`src/design/vrts_pkg.sv`:
```
// vrts_pkg: shared types for the velocity ramp trajectory sampler.
// Word layouts, controller states and controller/datapath command and status.
package vrts_pkg;

  localparam int DIV_STEPS = 48;   // quotient bits of (dv << 16) / a
  localparam int CNT_W     = 6;

  typedef struct packed {
    logic [2:0]         axis;
    logic               first_axis;
    logic               selected;
    logic signed [31:0] current_position;
    logic signed [31:0] current_velocity;
    logic signed [31:0] current_accel;
    logic signed [31:0] target_velocity;
    logic [31:0]        max_accel;
    logic [31:0]        sample_time;
  } in_word_t;

  typedef struct packed {
    logic [2:0]         axis_out;
    logic signed [31:0] new_position;
    logic signed [31:0] new_velocity;
    logic signed [31:0] new_accel;
    logic signed [31:0] position_at_target;
    logic [31:0]        ramp_time;
    logic               working;
    logic               any_working;
    logic [31:0]        greatest_time;
    logic [2:0]         greatest_axis;
    logic               accel_zero;
  } out_word_t;

  typedef enum logic [3:0] {
    ST_IDLE, ST_DIV, ST_M_AT, ST_W_VT, ST_M_PT, ST_W_PT, ST_M_AV, ST_W_V,
    ST_M_PV, ST_W_P, ST_M_H, ST_W_H, ST_FIN
  } state_t;

  typedef enum logic [2:0] {
    MUL_AT, MUL_PT, MUL_AV, MUL_PV, MUL_HOLD
  } mul_sel_t;

  typedef enum logic [2:0] {
    WB_NONE, WB_VT, WB_PT, WB_V, WB_P, WB_H
  } wb_sel_t;

  typedef struct packed {
    logic     load;
    logic     div_step;
    logic     mul_en;
    mul_sel_t mul_sel;
    wb_sel_t  wb_sel;
    logic     fin;
  } cmd_t;

  typedef struct packed {
    logic sel_in;     // incoming word is a controlled axis
    logic work;       // sample time within ramp
    logic out_free;   // output register can take a word this cycle
  } sts_t;

endpackage

```
`src/design/vrts_ctrl.sv`:
```
// vrts_ctrl: sequencing state machine of the sampler.
// Depends on vrts_pkg; drives vrts_datapath through cmd_t.
module vrts_ctrl (
  input  logic            clk,
  input  logic            rst_n,
  input  logic            in_valid,
  output logic            in_stall,
  input  vrts_pkg::sts_t  sts,
  output vrts_pkg::cmd_t  cmd
);

  vrts_pkg::state_t state_r, state_nxt;
  logic [vrts_pkg::CNT_W-1:0] cnt_r, cnt_nxt;

  always_ff @(posedge clk) begin
    if (!rst_n) begin
      state_r <= vrts_pkg::ST_IDLE;
      cnt_r   <= '0;
    end else begin
      state_r <= state_nxt;
      cnt_r   <= cnt_nxt;
    end
  end

  always_comb begin
    state_nxt = state_r;
    cnt_nxt   = cnt_r;
    unique case (state_r)
      vrts_pkg::ST_IDLE: begin
        cnt_nxt = '0;
        if (in_valid) begin
          state_nxt = sts.sel_in ? vrts_pkg::ST_DIV : vrts_pkg::ST_FIN;
        end
      end
      vrts_pkg::ST_DIV: begin
        cnt_nxt = cnt_r + 1'b1;
        if (cnt_r == vrts_pkg::CNT_W'(vrts_pkg::DIV_STEPS - 1)) begin
          state_nxt = vrts_pkg::ST_M_AT;
        end
      end
      vrts_pkg::ST_M_AT: state_nxt = vrts_pkg::ST_W_VT;
      vrts_pkg::ST_W_VT: state_nxt = vrts_pkg::ST_M_PT;
      vrts_pkg::ST_M_PT: state_nxt = vrts_pkg::ST_W_PT;
      vrts_pkg::ST_W_PT: state_nxt = sts.work ? vrts_pkg::ST_M_AV : vrts_pkg::ST_M_H;
      vrts_pkg::ST_M_AV: state_nxt = vrts_pkg::ST_W_V;
      vrts_pkg::ST_W_V:  state_nxt = vrts_pkg::ST_M_PV;
      vrts_pkg::ST_M_PV: state_nxt = vrts_pkg::ST_W_P;
      vrts_pkg::ST_W_P:  state_nxt = vrts_pkg::ST_FIN;
      vrts_pkg::ST_M_H:  state_nxt = vrts_pkg::ST_W_H;
      vrts_pkg::ST_W_H:  state_nxt = vrts_pkg::ST_FIN;
      vrts_pkg::ST_FIN: begin
        if (sts.out_free) state_nxt = vrts_pkg::ST_IDLE;
      end
      default: state_nxt = vrts_pkg::ST_IDLE;
    endcase
  end

  always_comb begin
    in_stall     = (state_r != vrts_pkg::ST_IDLE);
    cmd          = '0;
    cmd.mul_sel  = vrts_pkg::MUL_AT;
    cmd.wb_sel   = vrts_pkg::WB_NONE;
    unique case (state_r)
      vrts_pkg::ST_IDLE: cmd.load = in_valid;
      vrts_pkg::ST_DIV:  cmd.div_step = 1'b1;
      vrts_pkg::ST_M_AT: begin cmd.mul_en = 1'b1; cmd.mul_sel = vrts_pkg::MUL_AT;   end
      vrts_pkg::ST_M_PT: begin cmd.mul_en = 1'b1; cmd.mul_sel = vrts_pkg::MUL_PT;   end
      vrts_pkg::ST_M_AV: begin cmd.mul_en = 1'b1; cmd.mul_sel = vrts_pkg::MUL_AV;   end
      vrts_pkg::ST_M_PV: begin cmd.mul_en = 1'b1; cmd.mul_sel = vrts_pkg::MUL_PV;   end
      vrts_pkg::ST_M_H:  begin cmd.mul_en = 1'b1; cmd.mul_sel = vrts_pkg::MUL_HOLD; end
      vrts_pkg::ST_W_VT: cmd.wb_sel = vrts_pkg::WB_VT;
      vrts_pkg::ST_W_PT: cmd.wb_sel = vrts_pkg::WB_PT;
      vrts_pkg::ST_W_V:  cmd.wb_sel = vrts_pkg::WB_V;
      vrts_pkg::ST_W_P:  cmd.wb_sel = vrts_pkg::WB_P;
      vrts_pkg::ST_W_H:  cmd.wb_sel = vrts_pkg::WB_H;
      vrts_pkg::ST_FIN:  cmd.fin = sts.out_free;
      default: ;
    endcase
  end

endmodule

```
`config.mk`:
```
export PLATFORM = sky130hd
export DESIGN_NAME = vrts_ctrl
export DESIGN_NICKNAME = d
export VERILOG_FILES = /design/src/design/vrts_pkg.sv /design/src/design/vrts_ctrl.sv
export SDC_FILE = /design/constraint.sdc
export NUM_CORES = 1
export LEC_CHECK = 0
export BUFFER_PORTS_ARGS = -buffer_cell sky130_fd_sc_hd__buf_4
export CAP_MARGIN = 20
export CORE_UTILIZATION = 50
export CTS_BUF_LIST = sky130_fd_sc_hd__clkbuf_16
export DETAILED_ROUTE_END_ITERATION = 8
export GPL_TIMING_DRIVEN = 0
export MAX_ROUTING_LAYER = met4
export PLACE_DENSITY = 0.73
export SETUP_SLACK_MARGIN = 0.5
export SLEW_MARGIN = 10
export SYNTH_ARGS = -nofsm -noshare
export SYNTH_HDL_FRONTEND = slang
export SYNTH_SLANG_ARGS = --single-unit
```
`constraint.sdc`:
```
create_clock -name clk -period 1.9 [get_ports clk]
set_clock_uncertainty 0.15 [all_clocks]
set_input_delay 0.19 -clock clk [delete_from_list [all_inputs] [get_ports clk]]
set_output_delay 0.19 -clock clk [all_outputs]
set_load 0.005 [all_outputs]
```
==> results of run 1 <==
-- repair_timing --
action | in CTS
pin swaps | 19
setup endpoints to repair | 18
hold buffers | 0
setup buffers | 17
gates resized for setup | 30
-- cells by family after synthesis --
group           after synthesis
mux                           2
flops                        10
xor+xnor                      1
buf+inv                       9
simple gates                 45
compound gates               20
fa+ha+maj                     1
-- metrics by stage --
stage	hold slack, ns	cells
2_1_floorplan	0.181	88
3_3_place_gp	0.297	118
3_5_place_dp	0.304	118
4_1_cts	0.0756	138
==> results.rst, run 1 <==
.. list-table::
   :header-rows: 1

   * - Metric
     - Value
   * - Synthesized instance count
     - 88
   * - Adder and majority cell fraction of the synthesized area
     - 1.87%
   * - Fraction of the mapped netlist area in simple logic gates
     - 36.8%
   * - Worst endpoint left by the global-route repair_timing run
     - cmd[5]
   * - Area share of the largest cell type after synthesis
     - about 30%
   * - TritonCTS Sinks
     - 10
   * - Ranking of synthesized cells by area
     - sky130_fd_sc_hd__dfxtp_1, sky130_fd_sc_hd__a21oi_1, sky130_fd_sc_hd__nor2_1
   * - Number of enable flip-flop cells after synthesis
     - 0
   * - Cell type with the highest aggregate area in the netlist
     - sky130_fd_sc_hd__dfxtp_1
   * - Detailed Place HPWL
     - around 1200 um
   * - Compound-gate portion of the synthesized area
     - 18.1%
   * - Placed Area
     - between 800 and 900 um2
   * - Die width
     - ~39 um
   * - Async set-or-reset flop fraction in the synthesized netlist
     - 0%
   * - Largest net degree at the start of global routing
     - 11
   * - Count of buffers from port buffering
     - 16
   * - Maximum number of buffers from clock root to sink
     - 2
   * - Maximum level of the CTS H-tree
     - 1
   * - Main combinational cell family by area after synthesis
     - simple AND/OR/NAND/NOR gates
   * - Starting utilization of the core area
     - between 50% and 60%
   * - Die height
     - 38.6 um
   * - Xor/xnor cell area share of the yosys netlist
     - 1.31%
   * - Fraction of synthesized area in multiplexers
     - 2.99%
   * - Total standard cell area after synthesis
     - roughly 670 um2
   * - Synth unique cells
     - 33
   * - Post-synthesis sequential area ratio
     - 29.9%
   * - Number of buffers added by the clock tree synthesis step
     - 3
   * - Top-level I/O count
     - 17
   * - Status
     - stopped before the end
   * - Most used flip-flop cell after synthesis
     - sky130_fd_sc_hd__dfxtp_1
   * - Row count
     - 12
   * - Synthesis Warnings
     - 0
   * - Total nets after synthesis
     - 95
   * - Synth cell count leaders
     - sky130_fd_sc_hd__nor2_1, sky130_fd_sc_hd__dfxtp_1, sky130_fd_sc_hd__a21oi_1
   * - Worst slack at placement
     - 0.338 ns
   * - Worst EP kind
     - top-level output
   * - Weighted congestion at the end of routability-driven global placement
     - 0.867
   * - Syn Area/Cell
     - about 7.6 um2
   * - Clock root buffer
     - sky130_fd_sc_hd__clkbuf_16
   * - Stop err
     - [ERROR DPL-0038] Utilization greater than 100%, impossible to legalize
   * - Number of synthesized register bits
     - 10
   * - Stop stage
     - global routing (5_1_grt)
   * - Most instantiated library cell after synthesis
     - sky130_fd_sc_hd__nor2_1
==> inputs of run 2 (changes only) <==
- CORE_AREA: unset -> 2 2 63 65
- CORE_UTILIZATION: 50 -> unset
- CTS_BUF_LIST: sky130_fd_sc_hd__clkbuf_16 -> unset
- DIE_AREA: unset -> 0 0 65 67
- MAX_ROUTING_LAYER: met4 -> unset
- PLACE_DENSITY: 0.73 -> unset
- PLACE_DENSITY_LB_ADDON: unset -> 0.15
- SETUP_SLACK_MARGIN: 0.5 -> unset
==> results.rst, run 2 <==
.. list-table::
   :header-rows: 1

   * - Metric
     - Value
   * - Post-cts sizing count
     - 0 (-100%)
   * - Synthesis Warnings
     - 0 (unchanged)
   * - Non-Filler Cell Area, Final
     - about 900 um2
   * - Total nets after synthesis
     - 95 (unchanged)
   * - Clock tree from TritonCTS
     - built
   * - Peak fanout along the critical path
     - 8
   * - Post-CTS Setup Bufs
     - 0 (-17)
   * - Most used flip-flop cell after synthesis
     - sky130_fd_sc_hd__dfxtp_1
   * - Async set-or-reset flop fraction in the synthesized netlist
     - 0% (unchanged)
   * - Met2 wire length
     - 861 um
   * - Highest ir drop seen on vdd
     - just over 0.3 mV
   * - Worst reg2reg path startpoint
     - cnt_r[0]$_SDFFE_PN0P_
   * - Type of the worst setup path
     - flop to output pin
   * - Min setup slack post-route
     - approximately 0.14 ns
   * - Most instantiated library cell after synthesis
     - sky130_fd_sc_hd__nor2_1
   * - Placed Area
     - 851 um2 (+3.8%)
   * - Slew headroom
     - 76.6%
   * - TritonCTS Sinks
     - 10 (unchanged)
   * - Starting utilization of the core area
     - 18.6% (-39 points)
   * - Initial antenna violation count
     - 0
   * - Accumulated negative setup slack
     - 0 ns
   * - DRC violation count after routing
     - 0
   * - Number of synthesized register bits
     - 10 (unchanged)
   * - Fraction of final layout cells with drive strength greater than 1
     - a little over a quarter
   * - Net switching power
     - 571 uW
   * - Final setup viols
     - 0
   * - Max capacitance violation total
     - 0
   * - Clock share of power
     - a little under a fifth
   * - Antenna diode instance count
     - 0
   * - Row count
     - 22 (+10)
   * - Switching part of the total
     - 40.6%
   * - Cell with the largest stage delay on the worst path
     - sky130_fd_sc_hd__or3_1
   * - Flip-flop count of the largest register after layout
     - 6
   * - Synth unique cells
     - 33 (unchanged)
   * - Clock-pin slew on the worst setup and hold paths
     - roughly 0.050 ns
   * - Req. time, crit path
     - 1.56 ns
   * - Maximum number of buffers from clock root to sink
     - 2 (unchanged)
   * - Cell Chain, Critical Path
     - or3_1 -> buf_2 -> and3_1 -> buf_4
   * - Worst-skew pair later-pin latency
     - around 0.23 ns
   * - Clock root buffer
     - sky130_fd_sc_hd__clkbuf_8
   * - Weighted congestion at the end of routability-driven global placement
     - 0.737 (-15%)
   * - Top Registers
     - cnt_r (6), state_r (4)
   * - Count of TritonRoute iterations in the first routing pass
     - 4
   * - Metal3 WL
     - 22 um
   * - Largest net degree at the start of global routing
     - 11
   * - Wl on met1
     - 904 um
   * - Total number of vias
     - a little under 700
   * - Final Cycle Share
     - 92.4%
   * - Number of enable flip-flop cells after synthesis
     - 0 (unchanged)
   * - Status
     - completed
   * - Synth cell count leaders
     - sky130_fd_sc_hd__nor2_1, sky130_fd_sc_hd__dfxtp_1, sky130_fd_sc_hd__a21oi_1
   * - Post-detailed-routing wire length
     - 1810 um
   * - Synthesized instance count
     - 88 (unchanged)
   * - Element type at the critical path end
     - output pin
   * - Highest-count cells in the layout ignoring fill and taps
     - sky130_fd_sc_hd__buf_4, sky130_fd_sc_hd__nor2_1, sky130_fd_sc_hd__dfxtp_1
   * - Total standard cell area after synthesis
     - 671 um2 (unchanged)
   * - Top metal layer carrying routed signals
     - met4
   * - Hold buffer count at CTS
     - 0 (unchanged)
   * - RSZ-0062 raised after global routing
     - false
   * - Cell type with the highest aggregate area in the netlist
     - sky130_fd_sc_hd__dfxtp_1
   * - Worst-case register-to-register setup slack
     - about 0.18 ns
   * - Maximum frequency from static timing analysis
     - 0.570 GHz
   * - Worst hold path depth
     - 3
   * - Number of nets in the layout
     - about 120
   * - Reg2Reg Capture Point
     - state_r[3]$_SDFFE_PN0P_
   * - Measured slew at the worst slew-check pin
     - 0.350 ns
   * - Leakage dissipation
     - 0.000373 uW
   * - Power density over the cells
     - 1540 mW/mm2
   * - Path type of the worst min-delay path
     - input pin to flop
   * - Register-to-Register Path Depth
     - 5
   * - Post-synthesis sequential area ratio
     - 29.9% (unchanged)
   * - Detailed Place HPWL
     - 1400 um (+19%)
   * - Area share of the largest cell type after synthesis
     - 29.9% (unchanged)
   * - Post-DR wirelength/cell
     - 11.6 um
   * - Worst stage delay on the critical path
     - about 0.36 ns
   * - Gate power share
     - 61.0%
   * - Overall global routing resource usage
     - 9.31%
   * - Violation count after the first detailed-route iteration
     - 19
   * - Via-per-instance ratio
     - 4.36
   * - Syn Area/Cell
     - 7.62 um2 (unchanged)
   * - Worst min-delay path endpoint
     - cnt_r[5]$_SDFFE_PN0P_
   * - Origin of the worst min-delay path
     - rst_n
   * - Core Region
     - 0.00361 mm2
   * - Data arrival at the endpoint of the critical path
     - 1.42 ns
   * - Count of buffers from port buffering
     - 16 (unchanged)
   * - Final slew viol count
     - 0
   * - Die height
     - 67 um (+73%)
   * - Top-level I/O count
     - 17 (unchanged)
   * - Wire length of the first global-routing pass
     - 3110 um
   * - Global route total overflow
     - 0
   * - Sequential fraction of design power
     - 20.2%
   * - Via count of the first global-routing pass
     - 671
   * - Maximum level of the CTS H-tree
     - 1 (unchanged)
   * - Number of buffers added by the clock tree synthesis step
     - 3 (unchanged)
   * - Most common cell after layout, fill and taps aside
     - sky130_fd_sc_hd__buf_4
   * - Type of element launching the critical path
     - flop
   * - Synth-to-layout area growth
     - 36.0%
   * - Internal power component
     - 836 uW
   * - Die width
     - 65 um (+68%)
   * - Reg with most FFs
     - cnt_r
   * - Antenna Violating Nets Remaining
     - 0
   * - Worst slack at placement
     - 0.0971 ns (-0.241 ns)
   * - Number of hold violations in the final report
     - 0
   * - Ranking of synthesized cells by area
     - sky130_fd_sc_hd__dfxtp_1, sky130_fd_sc_hd__a21oi_1, sky130_fd_sc_hd__nor2_1
   * - Tmin final
     - 1.76 ns
   * - Die area
     - ~0.0044 mm2
## run 2: per-stage QoR
| step | std cells | utilization [%] | total power (uW) | hold WS [ns] |
|---|---|---|---|---|
| floorplan | 88 | - | 850 | 0.181 |
| global route | 156 | 25.3 | 1530 | 0.0697 |
| CTS | 156 | 25.1 | 1400 | 0.0653 |
| detailed placement | 152 | 23.6 | 1130 | 0.305 |
| finish | 156 | 25.3 | 1410 | 0.0668 |
| global placement | 152 | 23.6 | 1140 | 0.307 |
## run 2: layout make-up
| cell class | instances | area [um2] |
|---|---|---|
| buffer | 5 | 46.3 |
| clock buffer | 4 | 55.1 |
| fill | 412 | 2690 |
| inverter | 4 | 15.0 |
| multi-input combinational | 69 | 415 |
| sequential | 10 | 200 |
| tap | 48 | 60.1 |
| timing repair buffer | 16 | 120 |
## run 2: cell families (layout without fill, tap and decap cells)
kind of cell / Yosys count / after routing / share of synthesized area, %
AO/OA/AOI/OAI: 20 / 20 / 18.1
flip-flops: 10 / 10 / 29.9
XOR/XNOR: 1 / 1 / 1.31
AND/OR/NAND/NOR: 45 / 45 / 36.8
multiplexers: 2 / 2 / 2.99
buffers and inverters: 9 / 29 / 9.14
adder cells (fa/ha/maj): 1 / 1 / 1.87
## run 2: critical path, delay by kind of cell (launching register included)
family                 cells  cell delay (ns)
flip-flops                 1             0.32
buffers and inverters      2             0.31
AND/OR/NAND/NOR            2             0.55
## run 2: worst max path at each step
stage                                        from                 endpoint  depth (start not counted)
after floorplan             cnt_r[0]$_SDFFE_PN0P_  state_r[3]$_SDFFE_PN0P_                          5
after global placement      cnt_r[0]$_SDFFE_PN0P_  state_r[3]$_SDFFE_PN0P_                          5
after detailed placement    cnt_r[0]$_SDFFE_PN0P_  state_r[3]$_SDFFE_PN0P_                          5
after CTS                   cnt_r[0]$_SDFFE_PN0P_  state_r[3]$_SDFFE_PN0P_                          5
after global routing        cnt_r[0]$_SDFFE_PN0P_  state_r[3]$_SDFFE_PN0P_                          5
final                     state_r[3]$_SDFFE_PN0P_                   cmd[7]                          4
## run 2: power by group through the flow
stage	Sequential (uW)	Clock, uW	Combinational [uW]
after global routing	290	286	957
after global placement	289	0	854
after detailed placement	289	0	845
after floorplan	283	0	567
after CTS	285	269	850
final	284	265	858
## run 2: routing by layer
metal	GRT usage (%)	vias to the layer above
met5	0	-
met4	2.39	0
met3	1.52	2
met2	15.5	8
met1	12.5	321
li1	-	349
(Power assumes the default switching activity.)
